===== src/design/pae_pkg.sv =====
// shared constants and register codes for the packet airtime estimator
// no dependencies
package pae_pkg;

	localparam int unsigned MAX_PAYLOAD_DEF = 255;

	localparam int unsigned BW_W   = 20;
	localparam int unsigned SF_W   = 4;
	localparam int unsigned CR_W   = 4;
	localparam int unsigned PRE_W  = 8;
	localparam int unsigned LEN_W  = 9;
	localparam int unsigned MS_W   = 32;
	localparam int unsigned IDX_W  = 3;
	localparam int unsigned DATA_W = 20;

	localparam logic [BW_W-1:0] BW_MAX = 20'd1000000;

	// payload block division
	localparam int unsigned BLK_N   = 12;
	localparam int unsigned BLK_DW  = 6;
	localparam int unsigned BLK_QW  = 7;
	// quarter symbol count and millisecond division
	localparam int unsigned Q_W     = 13;
	localparam int unsigned Q250_W  = 21;
	localparam int unsigned MS_N    = 34;

	localparam logic [IDX_W-1:0] REG_BW  = 3'd0;
	localparam logic [IDX_W-1:0] REG_SF  = 3'd1;
	localparam logic [IDX_W-1:0] REG_CR  = 3'd2;
	localparam logic [IDX_W-1:0] REG_PRE = 3'd3;
	localparam logic [IDX_W-1:0] REG_CRC = 3'd4;

endpackage


===== src/design/pae_div_cell.sv =====
// one restoring division step: one quotient bit per cell
// generic, no package use
module pae_div_cell #(
	parameter int unsigned N  = 8,
	parameter int unsigned DW = 8,
	parameter int unsigned SW = 1
) (
	input  logic          clk,
	input  logic          arst_n,
	input  logic          en,
	input  logic          valid_in,
	input  logic [DW-1:0] rem_in,
	input  logic [N-1:0]  work_in,
	input  logic [SW-1:0] side_in,
	input  logic [DW-1:0] div,
	output logic          valid_q,
	output logic [DW-1:0] rem_q,
	output logic [N-1:0]  work_q,
	output logic [SW-1:0] side_q
);
	logic [DW:0] trial;
	logic [DW:0] diff;
	logic        ge;

	assign trial = {rem_in, work_in[N-1]};
	assign diff  = trial - {1'b0, div};
	assign ge    = trial >= {1'b0, div};

	always_ff @(posedge clk or negedge arst_n) begin
		if (!arst_n) begin
			valid_q <= 1'b0;
		end else if (en) begin
			valid_q <= valid_in;
		end
	end

	always_ff @(posedge clk) begin
		if (en) begin
			rem_q  <= ge ? diff[DW-1:0] : trial[DW-1:0];
			work_q <= {work_in[N-2:0], ge};
			side_q <= side_in;
		end
	end
endmodule


===== src/design/pae_div_chain.sv =====
// row of division cells, a beat moves one cell per enabled cycle
// uses pae_div_cell
module pae_div_chain #(
	parameter int unsigned N  = 8,
	parameter int unsigned DW = 8,
	parameter int unsigned SW = 1
) (
	input  logic          clk,
	input  logic          arst_n,
	input  logic          en,
	input  logic          valid_in,
	input  logic [N-1:0]  dividend,
	input  logic [SW-1:0] side_in,
	input  logic [DW-1:0] div,
	output logic          valid_out,
	output logic [N-1:0]  quotient,
	output logic [SW-1:0] side_out
);
	logic          v   [N+1];
	logic [DW-1:0] rem [N+1];
	logic [N-1:0]  wrk [N+1];
	logic [SW-1:0] sd  [N+1];

	assign v[0]   = valid_in;
	assign rem[0] = '0;
	assign wrk[0] = dividend;
	assign sd[0]  = side_in;

	for (genvar i = 0; i < N; i++) begin : g_cell
		pae_div_cell #(.N(N), .DW(DW), .SW(SW)) u_cell (
			.clk(clk), .arst_n(arst_n), .en(en),
			.valid_in(v[i]), .rem_in(rem[i]), .work_in(wrk[i]), .side_in(sd[i]),
			.div(div),
			.valid_q(v[i+1]), .rem_q(rem[i+1]), .work_q(wrk[i+1]), .side_q(sd[i+1])
		);
	end

	assign valid_out = v[N];
	assign quotient  = wrk[N];
	assign side_out  = sd[N];
endmodule


===== src/design/packet_airtime_estimator_core.sv =====
// packet airtime estimator top: config registers, front stages, two division rows
// uses pae_pkg and pae_div_chain
// path from accepted beat to result: input register, block division row, stages s2 to s4, millisecond division row
// throughput: one beat per cycle unless stalled; the two cell rows each retire one beat a cycle
// whole pipeline stalls together only while the result is held unaccepted
// reset clears valid bits and loads the default radio settings
module packet_airtime_estimator_core #(
	parameter int unsigned MAX_PAYLOAD = pae_pkg::MAX_PAYLOAD_DEF
) (
	input  logic                        clk,
	input  logic                        arst_n,
	input  logic                        cfg_valid,
	output logic                        cfg_ready,
	input  logic [pae_pkg::IDX_W-1:0]   cfg_index,
	input  logic [pae_pkg::DATA_W-1:0]  cfg_data,
	input  logic                        in_valid,
	output logic                        in_ready,
	input  logic [pae_pkg::LEN_W-1:0]   payload_bytes,
	output logic                        out_valid,
	input  logic                        out_ready,
	output logic [pae_pkg::MS_W-1:0]    toa_ms
);
	import pae_pkg::*;

	logic [BW_W-1:0]  bw_q;
	logic [SF_W-1:0]  sf_q;
	logic [CR_W-1:0]  cr_q;
	logic [PRE_W-1:0] pre_q;
	logic             crc_q;

	assign cfg_ready = 1'b1;

	always_ff @(posedge clk or negedge arst_n) begin
		if (!arst_n) begin
			bw_q  <= 20'd125000;
			sf_q  <= 4'd7;
			cr_q  <= 4'd5;
			pre_q <= 8'd8;
			crc_q <= 1'b1;
		end else if (cfg_valid) begin
			unique case (cfg_index)
				REG_BW:  bw_q  <= cfg_data[BW_W-1:0];
				REG_SF:  sf_q  <= cfg_data[SF_W-1:0];
				REG_CR:  cr_q  <= cfg_data[CR_W-1:0];
				REG_PRE: pre_q <= cfg_data[PRE_W-1:0];
				REG_CRC: crc_q <= cfg_data[0];
				default: ;
			endcase
		end
	end

	logic en;
	assign en       = !out_valid || out_ready;
	assign in_ready = en;

	// settings-derived terms; the user must keep settings stable while beats are in flight, the block does not enforce it
	logic [21:0]       chips125;
	logic              ldro;
	logic [BLK_DW-1:0] den;
	logic              cfg_bad;

	assign chips125 = 22'd125 << sf_q;
	assign ldro     = chips125 >= {1'b0, bw_q, 1'b0};
	assign den      = {sf_q - {2'b00, ldro, 1'b0}, 2'b00};
	assign cfg_bad  = (sf_q < 4'd7) || (sf_q > 4'd12) || (bw_q == '0) ||
		(bw_q > BW_MAX) || (cr_q < 4'd5) || (cr_q > 4'd8);

	// numerator 8*len + 28 + 16*crc - 4*sf, signed
	logic signed [13:0] num;
	logic [BLK_N-1:0]   bdvd;
	logic               len_bad;

	assign num = $signed({2'b00, payload_bytes, 3'b000}) + 14'sd28 +
		$signed({9'd0, crc_q, 4'b0000}) - $signed({8'd0, sf_q, 2'b00});
	assign bdvd = (num > 14'sd0) ?
		BLK_N'(num[BLK_N-1:0] + {{(BLK_N-BLK_DW){1'b0}}, den} - 1'b1) : '0;
	assign len_bad = (payload_bytes == '0) || (payload_bytes > LEN_W'(MAX_PAYLOAD));

	logic             v_s1, inv_s1;
	logic [BLK_N-1:0] bdvd_s1;

	always_ff @(posedge clk or negedge arst_n) begin
		if (!arst_n) v_s1 <= 1'b0;
		else if (en) v_s1 <= in_valid;
	end
	always_ff @(posedge clk) begin
		if (en) begin
			inv_s1  <= len_bad || cfg_bad;
			bdvd_s1 <= bdvd;
		end
	end

	logic             va;
	logic [BLK_N-1:0] blocks_w;
	logic             inva;

	pae_div_chain #(.N(BLK_N), .DW(BLK_DW), .SW(1)) u_blk (
		.clk(clk), .arst_n(arst_n), .en(en),
		.valid_in(v_s1), .dividend(bdvd_s1), .side_in(inv_s1), .div(den),
		.valid_out(va), .quotient(blocks_w), .side_out(inva)
	);

	// quarter symbols, then scaling by 250 and 2^sf with ceiling bias
	logic [10:0]       bcr;
	logic              v_s2, inv_s2, v_s3, inv_s3, v_s4, inv_s4;
	logic [Q_W-1:0]    q_s2;
	logic [Q250_W-1:0] q250_s3;
	logic [MS_N-1:0]   dvd_s4;

	assign bcr = blocks_w[BLK_QW-1:0] * cr_q;

	always_ff @(posedge clk or negedge arst_n) begin
		if (!arst_n) begin
			v_s2 <= 1'b0;
			v_s3 <= 1'b0;
			v_s4 <= 1'b0;
		end else if (en) begin
			v_s2 <= va;
			v_s3 <= v_s2;
			v_s4 <= v_s3;
		end
	end
	always_ff @(posedge clk) begin
		if (en) begin
			inv_s2  <= inva;
			q_s2    <= {3'b000, pre_q, 2'b00} + 13'd49 + {bcr, 2'b00};
			inv_s3  <= inv_s2;
			q250_s3 <= q_s2 * 8'd250;
			inv_s4  <= inv_s3;
			dvd_s4  <= ({{(MS_N-Q250_W){1'b0}}, q250_s3} << sf_q) +
				{{(MS_N-BW_W){1'b0}}, bw_q} - 1'b1;
		end
	end

	logic            vb, invb;
	logic [MS_N-1:0] ms_w;

	pae_div_chain #(.N(MS_N), .DW(BW_W), .SW(1)) u_ms (
		.clk(clk), .arst_n(arst_n), .en(en),
		.valid_in(v_s4), .dividend(dvd_s4), .side_in(inv_s4), .div(bw_q),
		.valid_out(vb), .quotient(ms_w), .side_out(invb)
	);

	assign out_valid = vb;
	assign toa_ms    = invb ? '0 : ms_w[MS_W-1:0];
endmodule

===== config.mk =====
export PLATFORM = sky130hd
export DESIGN_NAME = packet_airtime_estimator_core
export DESIGN_NICKNAME = d
export VERILOG_FILES = /design/src/design/pae_pkg.sv /design/src/design/pae_div_cell.sv /design/src/design/pae_div_chain.sv /design/src/design/packet_airtime_estimator_core.sv
export SDC_FILE = /design/constraint.sdc
export NUM_CORES = 2
export LEC_CHECK = 0
export BUFFER_PORTS_ARGS = -buffer_cell sky130_fd_sc_hd__buf_2
export CAP_MARGIN = 25
export CELL_PAD_IN_SITES_DETAIL_PLACEMENT = 0
export CELL_PAD_IN_SITES_GLOBAL_PLACEMENT = 2
export CORE_MARGIN = 2
export CORE_UTILIZATION = 45
export CTS_BUF_LIST = sky130_fd_sc_hd__clkbuf_4
export CTS_CLUSTER_DIAMETER = 60
export DETAILED_ROUTE_END_ITERATION = 10
export HOLD_SLACK_MARGIN = 0.08
export PLACE_DENSITY = 0.91
export SKIP_LAST_GASP = 1
export SLEW_MARGIN = 40
export SYNTH_ARGS = -nofsm -noshare
export SYNTH_HDL_FRONTEND = slang
export SYNTH_HIERARCHICAL = 1
export SYNTH_SLANG_ARGS = --single-unit

===== constraint.sdc =====
create_clock -name clk -period 180.2 [get_ports clk]
set_input_delay 18.02 -clock clk [delete_from_list [all_inputs] [get_ports clk]]
set_output_delay 18.02 -clock clk [all_outputs]
set_load 0.02 [all_outputs]

==> metrics.md <==
| Metric | Value |
|---|---|
| Status | completed |
| Via density | 5.58 |
| Drt pass-1 iters | 6 |
| Via count | 88357 |
| Relative max-transition margin | 0.442 |
| Top Layer Used | met5 |
| Fin crit period | 36690 ps |
| Max FO, Critical Path | 4 |
| Min-Delay Startpoint | u_ms/g_cell[29].u_cell/work_q[9] |
| Resized Gates After CTS | 0 |
| Clock buffer depth | 4 |
| WL/cell | 20.1 µm |
| WHS Path Cells | 0 |
| Hold Fails Final Rpt | 0 |
| R2R Setup Slk | 173420 ps |
| Initial detailed-routing violation count | 6410 |
| Starting density of the core | 0.452 |
| Cells on worst reg2reg path | 21 |
| Post-Syn Area | 0.131 mm² |
| DP HPWL | 224 mm |
| Pin count of the biggest net entering global routing | 160 |
| Worst EP arrival | 18670 ps |
| Core Box Area | 0.291 mm² |
| Antenna violations before repair | 12 |
| Post-synthesis cell count | 11107 |
| Clk sinks | 2119 |
| CTS root buf | clkbuf_4 |
| DRC Markers | 0 |
| Slew @ Worst Pin | 826 ps |
| CP endpoint kind | output pin |
| Worst endpoint required time | 162180 ps |
| DIE AREA | 0.297 mm² |
| Met3 Wirelength | 16.6 mm |
| Register area | 0.0632 mm² |
| DRT met1 WL | 145 mm |
| Number of H-tree levels | 6 |
| Setup skew after layout | 148 ps |
| Max Freq | 27.3 MHz |
| Crit Path Category | in2out |
| First-pass GRT wire length | 492 mm |
| NumNets Final | 12614 |
| Share of layout cells above drive strength 1 | 0.180 |
| Clock latency on the worst-skew pair | 1530 ps |
| Metal2 WL | 147 mm |
| Reg2reg end | u_blk/g_cell[6].u_cell/rem_q[5] |
| Number of core rows | 198 |
| DRT Wirelength | 318 mm |
| Vias in the first global route | 87602 |
| Filler instances | 26234 |
| Syn_area_per_cell | 11.8 µm² |
| Syn-to-layout area delta | 8.02% |
| Worst R2R Start | sf_q[2] |
| Post-CTS Setup Bufs | 0 |
| CTS tree | yes |
| Setup TNS | 0 ps |
| Post-Layout Cell Count | 15847 |
| Final-report setup violation count | 0 |
| Hold_buf cts | 0 |
| Die Y | 545 µm |
| GR Util All Layers | 0.210 |
| Part of the cycle the worst path needs | 0.204 |
| Hold path endpoint | u_ms/g_cell[30].u_cell/work_q[10] |
| Yosys Warn Count | 6 |
| Ports | 72 |
| Type of origin of the critical path | input pin |
| Final GP Congestion | 0.902 |
| Multi-input logic area | 0.0610 mm² |
| Max-cap violations | 0 |
| Final ANT Viol Nets | 0 |
| Max-slew violations | 0 |
| RSZ-0062 raised after global routing | no |
| Port bufs | 70 |
| Num CTS Buffers | 570 |
| HP Class | reg2reg |
| Placed insts | 14860 |
| Clk pin slew, worst setup/hold paths | 60 ps |
| Die span in x | 545 µm |
| Grt ovf | 0 |
[state kept, by name, summed over array words and instances (netlist names), 12 cells and up]
signal                       flops
u_ms/g_cell.u_cell/rem_q       660
dvd_s4                          34
u_blk/g_cell.u_cell/rem_q       66
u_ms/g_cell.u_cell/work_q     1089
u_ms/g_cell.u_cell/valid_q      34
u_blk/g_cell.u_cell/side_q      12
u_blk/g_cell.u_cell/work_q      94
u_ms/g_cell.u_cell/side_q       34
q250_s3                         18
u_blk/g_cell.u_cell/valid_q     12
bw_q                            20
[critical path, cell delays in order]
cell      delay [ps]
buf_2             80
nand2b_4         270
buf_2            270
[final cells by class]
| cell class | count | area share |
|---|---|---|
| Clock inverter | 191 | 0.00806 |
| Inverter | 1218 | 0.0322 |
| Sequential cell | 2119 | 0.445 |
| Antenna cell | 12 | 0.000211 |
| Tap cell | 3900 | 0.0344 |
| Timing Repair Buffer | 169 | 0.00911 |
| Multi-Input combinational cell | 7455 | 0.430 |
| Clock buffer | 783 | 0.0414 |
[per-layer routing]
metal  vias up  global-route usage
met1     42951               0.287
met3       545              0.0315
met5         -                   0
li1      42559                   -
met2      2296               0.340
met4         6              0.0730
[through the flow]
step	hold WS, ps	setup slack (ps)	area, µm²	utilization
floorplan	400	87800	132000	-
global placement	400	143420	135000	0.463
detailed placement	405	143420	135000	0.464
CTS	355	143420	142000	0.488
global route	351	143440	142000	0.488
finish	372	143520	142000	0.488
[placed cells by master, fill, tap and decap left out, types with 66 or more instances in the layout]
cell / n
nand2_1: 620
o211ai_1: 88
inv_1: 1216
clkbuf_4: 783
a21oi_2: 67
o221ai_1: 66
and4_1: 70
conb_1: 100
a31oi_1: 242
nor2_1: 454
xnor2_1: 402
nor2b_1: 230
buf_2: 69
mux2_2: 180
a211o_1: 78
a311o_1: 88
mux2_1: 78
o21a_1: 183
clkinv_1: 104
a21o_1: 178
ha_1: 950
nand3_1: 142
fa_1: 94
mux2_4: 444
and3_1: 75
edfxtp_1: 2032
a211oi_1: 141
buf_4: 74
nor3_1: 91
xor2_1: 92
o21ai_0: 339
mux2i_1: 165
a21oi_1: 657
nand4_1: 109
[how the worst max path moves through the flow]
stage,startpoint,end,slack [ps]
after floorplan,out_ready,in_ready,87800
after global placement,out_ready,in_ready,143420
after detailed placement,out_ready,in_ready,143420
after CTS,out_ready,in_ready,143420
after global routing,out_ready,in_ready,143440
final,out_ready,in_ready,143520
Power is not shown: default switching activity piles up to over one toggle a cycle in this logic, so the estimate is an artifact.
